===== config.mk =====
export PLATFORM = sky130hd
export DESIGN_NAME = rc_serial_frame_decoder
export DESIGN_NICKNAME = d
export VERILOG_FILES = /design/src/sv/rcsfd_pkg.sv /design/src/sv/rc_serial_frame_decoder.sv /design/src/sv/rcsfd_decode.sv /design/src/sv/rcsfd_out_queue.sv
export SDC_FILE = /design/constraint.sdc
export NUM_CORES = 1
export LEC_CHECK = 0
export BUFFER_PORTS_ARGS = -buffer_cell sky130_fd_sc_hd__buf_2
export CAP_MARGIN = 20
export CORE_MARGIN = 2
export CORE_UTILIZATION = 55
export DETAILED_ROUTE_END_ITERATION = 8
export PLACE_DENSITY = 0.85
export SYNTH_ARGS = -nofsm -noshare
export SYNTH_HDL_FRONTEND = slang
export SYNTH_HIERARCHICAL = 1
export SYNTH_SLANG_ARGS = --single-unit

===== constraint.sdc =====
create_clock -name clock -period 19.9 [get_ports clock]
set_input_delay 3.98 -clock clock [delete_from_list [all_inputs] [get_ports clock]]
set_output_delay 3.98 -clock clock [all_outputs]
set_load 0.05 [all_outputs]

===== src/sv/rcsfd_pkg.sv =====
// rcsfd_pkg: shared types and constants for the rc serial frame decoder
// no dependencies; imported by every module of the decoder
`default_nettype none

package rcsfd_pkg;

   localparam int FRAME_BYTES_DEF  = 16;
   localparam int NUM_CHANNELS_DEF = 7;

   localparam int OUT_CHANNELS = 7;
   localparam int VAL_W        = 10;
   localparam int CMD_W        = 8;
   localparam int SEL_W        = 3;
   localparam int CH_NUM_W     = 4;
   localparam int HI_W         = 2;
   localparam int LO_W         = 8;
   localparam int CSR_IDX_W    = 2;

   localparam int CMD_MAX = 127;
   localparam int CMD_MIN = -127;

   localparam logic [7:0] CH_FIELD_MASK = 8'b0011_1100;
   localparam logic [7:0] HI_FIELD_MASK = 8'h03;
   localparam int         CH_FIELD_LSB  = 2;

   // item kinds on the request channel
   localparam logic REQ_BYTE    = 1'b0;
   localparam logic REQ_TIMEOUT = 1'b1;

   typedef enum logic [CSR_IDX_W-1:0] {
      CSR_LINEAR_CHANNEL  = 2'd0,
      CSR_ANGULAR_CHANNEL = 2'd1,
      CSR_LINEAR_BIAS     = 2'd2,
      CSR_ANGULAR_BIAS    = 2'd3
   } csr_index_type;

   localparam logic [SEL_W-1:0] LINEAR_CHANNEL_RST  = 3'd0;
   localparam logic [SEL_W-1:0] ANGULAR_CHANNEL_RST = 3'd1;
   localparam logic [VAL_W-1:0] BIAS_RST            = 10'd512;

   typedef struct packed {
      logic [SEL_W-1:0] linear_channel;
      logic [SEL_W-1:0] angular_channel;
      logic [VAL_W-1:0] linear_bias;
      logic [VAL_W-1:0] angular_bias;
   } cfg_type;

   typedef struct packed {
      logic signed [CMD_W-1:0]              linear_cmd;
      logic signed [CMD_W-1:0]              angular_cmd;
      logic [OUT_CHANNELS-1:0][VAL_W-1:0]   chan;
   } result_type;

endpackage

`default_nettype wire


===== src/sv/rc_serial_frame_decoder.sv =====
// rc_serial_frame_decoder: one byte or gap timeout accepted per cycle while req_stall is low.
// a completing byte writes its result into the result queue at its accept edge, and it leaves on rsp in order.
// a two-entry result queue decouples the sides; req_stall rises only when both
// entries hold results and the rsp side is stalled.
// synchronous reset clears position, channel values and queue, and loads
// register defaults (linear 0, angular 1, both biases 512).
`default_nettype none

module rc_serial_frame_decoder
   import rcsfd_pkg::*;
#(
   parameter int FRAME_BYTES  = FRAME_BYTES_DEF,
   parameter int NUM_CHANNELS = NUM_CHANNELS_DEF
) (
   input  wire logic                  clock,
   input  wire logic                  reset,

   input  wire logic                  req_valid,
   output logic                       req_stall,
   input  wire logic                  req_type,
   input  wire logic [7:0]            req_data_byte,

   output logic                       rsp_valid,
   input  wire logic                  rsp_stall,
   output logic signed [CMD_W-1:0]    rsp_linear_cmd,
   output logic signed [CMD_W-1:0]    rsp_angular_cmd,
   output logic [VAL_W-1:0]           rsp_chan_0,
   output logic [VAL_W-1:0]           rsp_chan_1,
   output logic [VAL_W-1:0]           rsp_chan_2,
   output logic [VAL_W-1:0]           rsp_chan_3,
   output logic [VAL_W-1:0]           rsp_chan_4,
   output logic [VAL_W-1:0]           rsp_chan_5,
   output logic [VAL_W-1:0]           rsp_chan_6,

   input  wire logic                  csr_write_en,
   input  wire logic [CSR_IDX_W-1:0]  csr_index,
   input  wire logic [VAL_W-1:0]      csr_write_data
);

   cfg_type     cfg_ff, cfg_in;
   logic        req_accept;
   logic        dec_push;
   result_type  dec_result;
   result_type  rsp_result;

   always_comb begin
      cfg_in = cfg_ff;
      if (csr_write_en) begin
         unique case (csr_index)
            CSR_LINEAR_CHANNEL:  cfg_in.linear_channel  = csr_write_data[SEL_W-1:0];
            CSR_ANGULAR_CHANNEL: cfg_in.angular_channel = csr_write_data[SEL_W-1:0];
            CSR_LINEAR_BIAS:     cfg_in.linear_bias     = csr_write_data;
            CSR_ANGULAR_BIAS:    cfg_in.angular_bias    = csr_write_data;
            default:             cfg_in = cfg_ff;
         endcase
      end
   end

   always_ff @(posedge clock) begin
      if (reset) begin
         cfg_ff.linear_channel  <= LINEAR_CHANNEL_RST;
         cfg_ff.angular_channel <= ANGULAR_CHANNEL_RST;
         cfg_ff.linear_bias     <= BIAS_RST;
         cfg_ff.angular_bias    <= BIAS_RST;
      end else begin
         cfg_ff <= cfg_in;
      end
   end

   assign req_accept = req_valid && !req_stall;

   rcsfd_decode #(
      .FRAME_BYTES  (FRAME_BYTES),
      .NUM_CHANNELS (NUM_CHANNELS)
   ) u_decode (
      .clock      (clock),
      .reset      (reset),
      .in_accept  (req_accept),
      .in_type    (req_type),
      .in_byte    (req_data_byte),
      .cfg        (cfg_ff),
      .out_push   (dec_push),
      .out_result (dec_result)
   );

   rcsfd_out_queue u_out_queue (
      .clock     (clock),
      .reset     (reset),
      .push      (dec_push),
      .push_data (dec_result),
      .full_hold (req_stall),
      .out_valid (rsp_valid),
      .out_stall (rsp_stall),
      .out_data  (rsp_result)
   );

   assign rsp_linear_cmd  = rsp_result.linear_cmd;
   assign rsp_angular_cmd = rsp_result.angular_cmd;
   assign rsp_chan_0      = rsp_result.chan[0];
   assign rsp_chan_1      = rsp_result.chan[1];
   assign rsp_chan_2      = rsp_result.chan[2];
   assign rsp_chan_3      = rsp_result.chan[3];
   assign rsp_chan_4      = rsp_result.chan[4];
   assign rsp_chan_5      = rsp_result.chan[5];
   assign rsp_chan_6      = rsp_result.chan[6];

endmodule

`default_nettype wire


===== src/sv/rcsfd_decode.sv =====
// rcsfd_decode: frame position tracking, channel value store and command math
// depends on rcsfd_pkg
`default_nettype none

module rcsfd_decode
   import rcsfd_pkg::*;
#(
   parameter int FRAME_BYTES  = FRAME_BYTES_DEF,
   parameter int NUM_CHANNELS = NUM_CHANNELS_DEF
) (
   input  wire logic             clock,
   input  wire logic             reset,
   input  wire logic             in_accept,
   input  wire logic             in_type,
   input  wire logic [7:0]       in_byte,
   input  wire cfg_type          cfg,
   output logic                  out_push,
   output result_type            out_result
);

   localparam int POS_W = $clog2(FRAME_BYTES + 1);
   localparam int CH_W  = (NUM_CHANNELS > 1) ? $clog2(NUM_CHANNELS) : 1;
   localparam logic [CH_NUM_W-1:0] NUM_CH = CH_NUM_W'(NUM_CHANNELS);

   logic [POS_W-1:0] pos_ff, pos_in, pos_inc;
   logic [CH_W-1:0]  cur_ff, cur_in;
   logic [HI_W-1:0]  hi_ff, hi_in;
   logic [VAL_W-1:0] val_ff [NUM_CHANNELS];
   logic [VAL_W-1:0] val_in [NUM_CHANNELS];

   logic [CH_NUM_W-1:0] lead_ch;
   logic [HI_W-1:0]     lead_hi;
   logic [CH_NUM_W-1:0] lin_sel, ang_sel;
   logic [VAL_W-1:0]    lin_val, ang_val;
   logic [VAL_W-1:0]    chan_out [OUT_CHANNELS];

   function automatic logic signed [CMD_W-1:0] make_cmd(input logic [VAL_W-1:0] val,
                                                        input logic [VAL_W-1:0] bias);
      logic signed [VAL_W:0] diff;
      logic signed [VAL_W:0] rnd;
      logic signed [VAL_W:0] half;
      diff = $signed({1'b0, val}) - $signed({1'b0, bias});
      // add one to negatives before the shift so they truncate toward zero
      rnd  = diff + $signed({{VAL_W{1'b0}}, diff[VAL_W]});
      half = rnd >>> 1;
      if (half > CMD_MAX) begin
         make_cmd = CMD_W'(CMD_MAX);
      end else if (half < CMD_MIN) begin
         make_cmd = CMD_W'(CMD_MIN);
      end else begin
         make_cmd = half[CMD_W-1:0];
      end
   endfunction

   assign pos_inc = pos_ff + 1'b1;
   assign lead_ch = CH_NUM_W'((in_byte & CH_FIELD_MASK) >> CH_FIELD_LSB);
   assign lead_hi = HI_W'(in_byte & HI_FIELD_MASK);

   always_comb begin
      pos_in   = pos_ff;
      cur_in   = cur_ff;
      hi_in    = hi_ff;
      val_in   = val_ff;
      out_push = 1'b0;
      if (in_accept) begin
         if (in_type == REQ_TIMEOUT) begin
            pos_in = '0;
         end else if (pos_inc > POS_W'(2) && pos_inc[0] && lead_ch >= NUM_CH) begin
            // bad channel number aborts the frame
            pos_in = '0;
         end else begin
            if (pos_inc > POS_W'(2)) begin
               if (pos_inc[0]) begin
                  cur_in                     = lead_ch[CH_W-1:0];
                  hi_in                      = lead_hi;
                  val_in[lead_ch[CH_W-1:0]]  = {lead_hi, {LO_W{1'b0}}};
               end else begin
                  // leading byte of this pair set the high bits, low bits were zero
                  val_in[cur_ff] = {hi_ff, in_byte};
               end
            end
            if (pos_inc == POS_W'(FRAME_BYTES)) begin
               pos_in   = '0;
               out_push = 1'b1;
            end else begin
               pos_in = pos_inc;
            end
         end
      end
   end

   assign lin_sel = CH_NUM_W'(cfg.linear_channel);
   assign ang_sel = CH_NUM_W'(cfg.angular_channel);
   assign lin_val = (lin_sel < NUM_CH) ? val_in[lin_sel[CH_W-1:0]] : '0;
   assign ang_val = (ang_sel < NUM_CH) ? val_in[ang_sel[CH_W-1:0]] : '0;

   for (genvar k = 0; k < OUT_CHANNELS; k++) begin : g_chan
      if (k < NUM_CHANNELS) begin : g_live
         assign chan_out[k] = val_in[k];
      end else begin : g_none
         assign chan_out[k] = '0;
      end
   end

   always_comb begin
      out_result.linear_cmd  = make_cmd(lin_val, cfg.linear_bias);
      out_result.angular_cmd = make_cmd(ang_val, cfg.angular_bias);
      for (int k = 0; k < OUT_CHANNELS; k++) begin
         out_result.chan[k] = chan_out[k];
      end
   end

   always_ff @(posedge clock) begin
      if (reset) begin
         pos_ff <= '0;
         cur_ff <= '0;
         hi_ff  <= '0;
         for (int k = 0; k < NUM_CHANNELS; k++) begin
            val_ff[k] <= '0;
         end
      end else begin
         pos_ff <= pos_in;
         cur_ff <= cur_in;
         hi_ff  <= hi_in;
         val_ff <= val_in;
      end
   end

endmodule

`default_nettype wire


===== src/sv/rcsfd_out_queue.sv =====
// rcsfd_out_queue: two-entry result queue between the decoder and the rsp channel
// depends on rcsfd_pkg
`default_nettype none

module rcsfd_out_queue
   import rcsfd_pkg::*;
(
   input  wire logic        clock,
   input  wire logic        reset,
   input  wire logic        push,
   input  wire result_type  push_data,
   output logic             full_hold,
   output logic             out_valid,
   input  wire logic        out_stall,
   output result_type       out_data
);

   result_type  entry_ff [2];
   logic        wr_ptr_ff, wr_ptr_in;
   logic        rd_ptr_ff, rd_ptr_in;
   logic [1:0]  count_ff, count_in;
   logic        pop;

   assign out_valid = (count_ff != 2'd0);
   assign out_data  = entry_ff[rd_ptr_ff];
   assign pop       = out_valid && !out_stall;
   // full and nothing leaving this cycle: no room for a result next edge
   assign full_hold = (count_ff == 2'd2) && !pop;

   always_comb begin
      wr_ptr_in = wr_ptr_ff ^ push;
      rd_ptr_in = rd_ptr_ff ^ pop;
      count_in  = count_ff + 2'(push) - 2'(pop);
   end

   always_ff @(posedge clock) begin
      if (push) begin
         entry_ff[wr_ptr_ff] <= push_data;
      end
      if (reset) begin
         wr_ptr_ff <= 1'b0;
         rd_ptr_ff <= 1'b0;
         count_ff  <= 2'd0;
      end else begin
         wr_ptr_ff <= wr_ptr_in;
         rd_ptr_ff <= rd_ptr_in;
         count_ff  <= count_in;
      end
   end

endmodule

`default_nettype wire

# ---- Yosys cells after proc, flatten, opt, wreduce, memory -nomap -nowiden
# Memories as Yosys holds them, arrays and structs flattened. A register that Yosys moved wholly into a read port is not among the register bits.
# Index checks and enable logic that the tools add are counted.
dict set report op_classes {
  n_addsub 7
  n_lt_le_gt_ge 14
  n_eq_ne 5
  muxes 33
  bitwise_logic 8
  n_reduce_logical 17
}
# operator count
set op_table {}
lappend op_table {{$mux 70} 5}
lappend op_table {{$bwmux 70} 2}
lappend op_table {{$mux 10} 8}
lappend op_table {{$bmux 10 s3} 2}
lappend op_table {{$demux 10 s3} 2}
lappend op_table {{$mux 8} 4}
lappend op_table {{$add 11x2->11} 2}
lappend op_table {{$sub 10x10->11} 2}
lappend op_table {{$gt 10x8->1 const B} 2}
lappend op_table {{$lt 10x8->1 const B} 2}
lappend op_table {{$ge 4x4->1 const B} 4}
lappend op_table {{$not 3->4} 4}
lappend op_table {{$mux 5} 3}
lappend op_table {{$lt 4x1->1 const B} 2}
lappend op_table {{$reduce_and 2->1} 4}
lappend op_table {{$logic_and 1x1->1} 7}
lappend op_table {{$mux 1} 7}
lappend op_table {{$eq 2x2->1 const B} 3}
lappend op_table {{$lt 3x3->1 const B} 2}
lappend op_table {{$add 5x1->5 const B} 1}
lappend op_table {{$eq 5x5->1 const B} 1}
lappend op_table {{$gt 5x2->1 const B} 1}
lappend op_table {{$reduce_and 5->1} 1}
lappend op_table {{$ge 4x3->1 const B} 1}
lappend op_table {{other kinds (8)} 12}
dict set report totals {
  ff_bits 110
  ram_bits 172
  inputBits 26
  output_inout_bits 88
  elab_cells 102
  n_memories 1
}
# memory words width rd rd_clocked_by_memory_dff wr line
set mem_list {}
lappend mem_list {u_out_queue.entry_ff 2 86 1 1 1 rcsfd_out_queue.sv:18} ;# result_type entry_ff [2];

# ---- Logic depth before layout (Yosys ltp)
dict set report depth {
  ltp_word 20
  ltp_mapped 27
  mapped_depth_nobuf 25
}

# ---- Modules after synthesis
# Netlist, hierarchy kept.
# mod instances cells_per_inst area_per_inst_um2 seq_area_each_um2
set by_module_without_submodules {}
lappend by_module_without_submodules {rcsfd_decode 1 1023 7643.6 1601.5}
lappend by_module_without_submodules {rcsfd_out_queue 1 292 6503.7 5245.0}
lappend by_module_without_submodules {rc_serial_frame_decoder 1 103 1078.5 520.5}

# ---- Worst setup path before layout
# Ideal clock, no wire load.
dict set report synth_timing {
  kind {input to register}
  from {in rsp_stall}
  to {mem u_out_queue/entry_ff[0][79] (netlist name) (data pin)}
  t_arrival_ns 9.203
  setup_slack_ns 10.420
  cell_stages 23
  n_path_buf 1
  path_cell_list {nand2_1 -> nor2_1 -> nor2b_1 -> clkinv_1 -> or3_4 -> buf_2 -> a221o_1 -> a221o_1 -> mux2i_1 -> o221ai_1 -> o221a_2 -> ha_1 -> and2_4 -> a221oi_1 -> a21oi_1 -> nor3_1 -> ha_1 -> nand2_1 -> nor4_2 -> nand3_1 -> or3_1 -> a211oi_2 -> o21ai_1}
}
# item line
set synth_lines {}
lappend synth_lines {{start, declared} rc_serial_frame_decoder.sv:24} ;# input wire logic rsp_stall,
lappend synth_lines {{end, declared} rcsfd_out_queue.sv:18}

==> results_dict.tcl <==
set metrics [dict create \
    status "finished, final reports clean" \
    period_needed_ns 10.51 \
    synth.area.mux_share_pct 11.7 \
    cts_tree "yes" \
    portBuffers 113 \
    rows 60 \
    synthFlopType "edfxtp_1" \
    cts.sinks 282 \
    antenna_found_initial 0 \
    post_cts_buffers 0 \
    synthCells 1418 \
    synth_edf_count 172 \
    critPathSlowestCell "nor3_2" \
    worstPathCellList "buf_2 > nand2_1 > nor2_1 > nor2b_1 > clkinv_1 > nor3_2 > o221ai_1 > a21oi_1 > mux2i_1 > o221a_2 > ha_1 > and2_4 > a221oi_1 > a21oi_1 > nor3_1 > ha_1 > nand2_1 > nor4_2 > nand3_1 > or3_1 > a211oi_2 > o21ai_1" \
    wl_met1_um 15600 \
    grt.total_usage_pct 27.7 \
    ys_warn_count 6 \
    synth-xor-area-share_pct 1.21 \
    hold_viol 0 \
    cts_resized 0 \
    setup_viol 0 \
    synth_adder_area_share_pct 2.48 \
    first_pass_iters 6 \
    die_area_um2 29000 \
    syn_avg_cell_area_um2 10.7 \
    synth_seq_cells 282 \
    area_delta_synth_final_pct 11.5 \
    post-route-period-util_pct 52.8 \
    maxSlewHeadroom_pct 22.5 \
    critPathTopFamily "simple AND/OR/NAND/NOR gates" \
    gp_congestion 1.03 \
    die_x_um 170 \
    ant_nets 0 \
    drtIter0Drc 1554 \
    cts_buffers 30 \
    yosysSeqAreaShare_pct 48.4 \
    worst_slew_pin_slew_ns 1.16 \
    synth_cell_type_count 93 \
    critical_path_class "input pin to flop" \
    crit_required_ns 20.16 \
    fin_skew_ns 0.0135 \
    grt_first_pass_wirelength_um 62900 \
    clock_latency_ns 0.55 \
    setup_ws_ns 9.39 \
    setup_tns_ns 0 \
    vias 12151 \
    fp.dieH_um 170 \
    wl_per_cell_um 21.7 \
    synth_simple_gate_area_share_pct 14.3 \
    h-tree-depth 1 \
    rsz0062_at_grt "no" \
    drt-total-wl_um 40800 \
    place_ws_ns 9.08 \
    hp-class "flop to flop" \
    max_freq_ghz 0.0951 \
    nFillCells 2136 \
    critPathMaxStageDelay_ns 0.83 \
    routed.top_layer "met4" \
    synth_top_family_by_area "compound AO/OA/AOI/OAI gates" \
    ctsHoldBuffers 0 \
    wl_met2_um 19100 \
    grt_max_degree 86 \
    wl_met3_um 4010 \
    synth_fp_nets 1473 \
    netlist_area_um2 15200 \
    cp_max_fo 11 \
    drc 0 \
    first_global_vias 11636 \
    arrival_ns 10.77 \
    cts-root-buf "clkbuf_16" \
    startpoint_type "input pin" \
    vdd_drop_max_mv 0.0680 \
    clock_path_buffers 3 \
    viasPerCell 6.46 \
    initial_utilization_pct 56.2 \
    clk_pin_slew_ns 0.06 \
    critPathBufInv 2 \
    p_leak_nw 6.37 \
    cap_violations 0 \
    synth-compound-area-share_pct 17.2 \
    async_reset_ff_share_pct 0 \
    nNetsFinal 1541 \
    dp_hpwl_um 27900 \
    drive_above_1_share_pct 21.5 \
    coreArea_um2 27100 \
    power_density_nw_per_um2 78.4 \
    ios 114 \
    overflow 0 \
    finalMaxSlewViolations 0 \
    crit_path_end_kind "flop" \
    antennaDiodeCount 0 \
]
==> power by group <==
part | switching (W) | internal, W | leakage, nW | total, W
clock | 0.000227 | 0.000340 | 0.498 | 0.000567
combinational | 0.0000903 | 0.0000489 | 3.50 | 0.000139
sequential | 0.00000317 | 0.000621 | 2.37 | 0.000624
==> state kept, by name, indices dropped and copies added, names as in the netlist <==
| signal | cells |
|---|---|
| u_out_queue/entry_ff | 172 |
| u_decode/hi_ff | 2 |
| u_decode/val_ff | 70 |
| u_out_queue/wr_ptr_ff | 1 |
| u_out_queue/count_ff | 2 |
| cfg_ff | 26 |
| u_out_queue/rd_ptr_ff | 1 |
| u_decode/pos_ff | 5 |
| u_decode/cur_ff | 3 |
==> synth_stat cells, drive strengths merged (8+ instances only) <==
cell,count,share of area (%)
nor2b,34,1.4
o21ai,46,1.6
and2,11,0.48
nand2,76,1.9
nand3,29,0.95
a211oi,18,1.2
edfxtp,172,34
o221ai,26,1.7
a211o,11,0.63
xnor2,13,0.75
nand2b,42,1.7
nor2,129,3.2
xor2,8,0.46
a22oi,27,1.3
and3,30,1.2
nor3b,11,0.54
inv,84,2.1
dfxtp,110,14
mux2,101,7.9
ha,27,2.2
a22o,11,0.63
nor3,19,0.62
nand3b,11,0.54
o31ai,11,0.54
o22ai,10,0.45
a21oi,59,2.0
o211ai,11,0.58
mux2i,52,3.4
or2,9,0.37
a221oi,23,1.6
buf,26,1.1
clkbuf,60,1.5
==> metal layers <==
metal / global-route usage [%] / vias up
met3: 6.00 / 145
li1: - / 5459
met2: 45.1 / 704
met1: 35.0 / 5843
met4: 13.7 / 0
met5: 0 / -
==> path summary, 6_finish.rpt <==
| kind | startpoint | to | slack [ns] | cells past startpoint |
|---|---|---|---|---|
| setup reg to reg | u_decode/pos_ff[0]$_SDFFE_PP0P_ | u_out_queue/entry_ff[0][80]$_DFFE_PP_ | 12.06 | 22 |
| hold / removal | cfg_ff[4]$_SDFFE_PP0P_ | cfg_ff[4]$_SDFFE_PP0P_ | 0.48 | 2 |
| hold reg to reg | cfg_ff[4]$_SDFFE_PP0P_ | cfg_ff[4]$_SDFFE_PP0P_ | 0.48 | 2 |
| setup / recovery | rsp_stall | u_out_queue/entry_ff[0][80]$_DFFE_PP_ | 9.39 | 22 |
==> stage by stage <==
| step | power (W) | util [%] | std cells | hold WS (ns) | instance area [um^2] |
|---|---|---|---|---|---|
| after floorplan | 0.000737 | - | 1418 | 0.449 | 15200 |
| after global placement | 0.000766 | 58.9 | 1826 | 0.462 | 16000 |
| final | 0.00133 | 62.7 | 1881 | 0.477 | 17000 |
| after CTS | 0.00133 | 62.7 | 1881 | 0.476 | 17000 |
| after global routing | 0.00137 | 62.7 | 1881 | 0.514 | 17000 |
| after detailed placement | 0.000770 | 58.9 | 1826 | 0.464 | 16000 |
==> worst reg2reg max path, delay by kind of cell (launching register included) <==
family,cells,cell delay (ns)
compound gates,10,3.68
simple gates,8,1.95
fa+ha+maj,3,1.02
buf+inv,1,0.61
flops,1,0.31
==> cell type report <==
type	count	area [um^2]	area share (%)
timing repair buffer	122	636	3.74
sequential	282	7370	43.4
clock inverter	19	213	1.25
inverter	86	323	1.90
clock buffer	36	805	4.74
tap	372	465	2.74
multi-input combinational	964	7170	42.2
==> cells in the final DEF, fill, tap and decap left out, types with 17 or more instances in the layout <==
cell / instances
nand2b_1: 41
ha_1: 25
nand2_1: 76
dfxtp_1: 108
nand3_1: 29
o21ai_0: 26
o21ai_1: 19
mux2i_1: 52
nor3_1: 18
a21oi_1: 58
buf_2: 112
mux2_2: 82
inv_1: 83
a221oi_1: 17
edfxtp_1: 172
mux2_4: 19
and3_1: 30
clkbuf_16: 31
nor2b_1: 34
nor2_1: 129
o221ai_1: 22
a22oi_1: 27
==> cell families after synthesis <==
kind of cell,count (synthesis)
compound gates,332
xor+xnor,21
fa+ha+maj,29
buf+inv,172
flops,282
mux,155
simple gates,427
No activity file was read; power rests on OpenSTA's default activity.
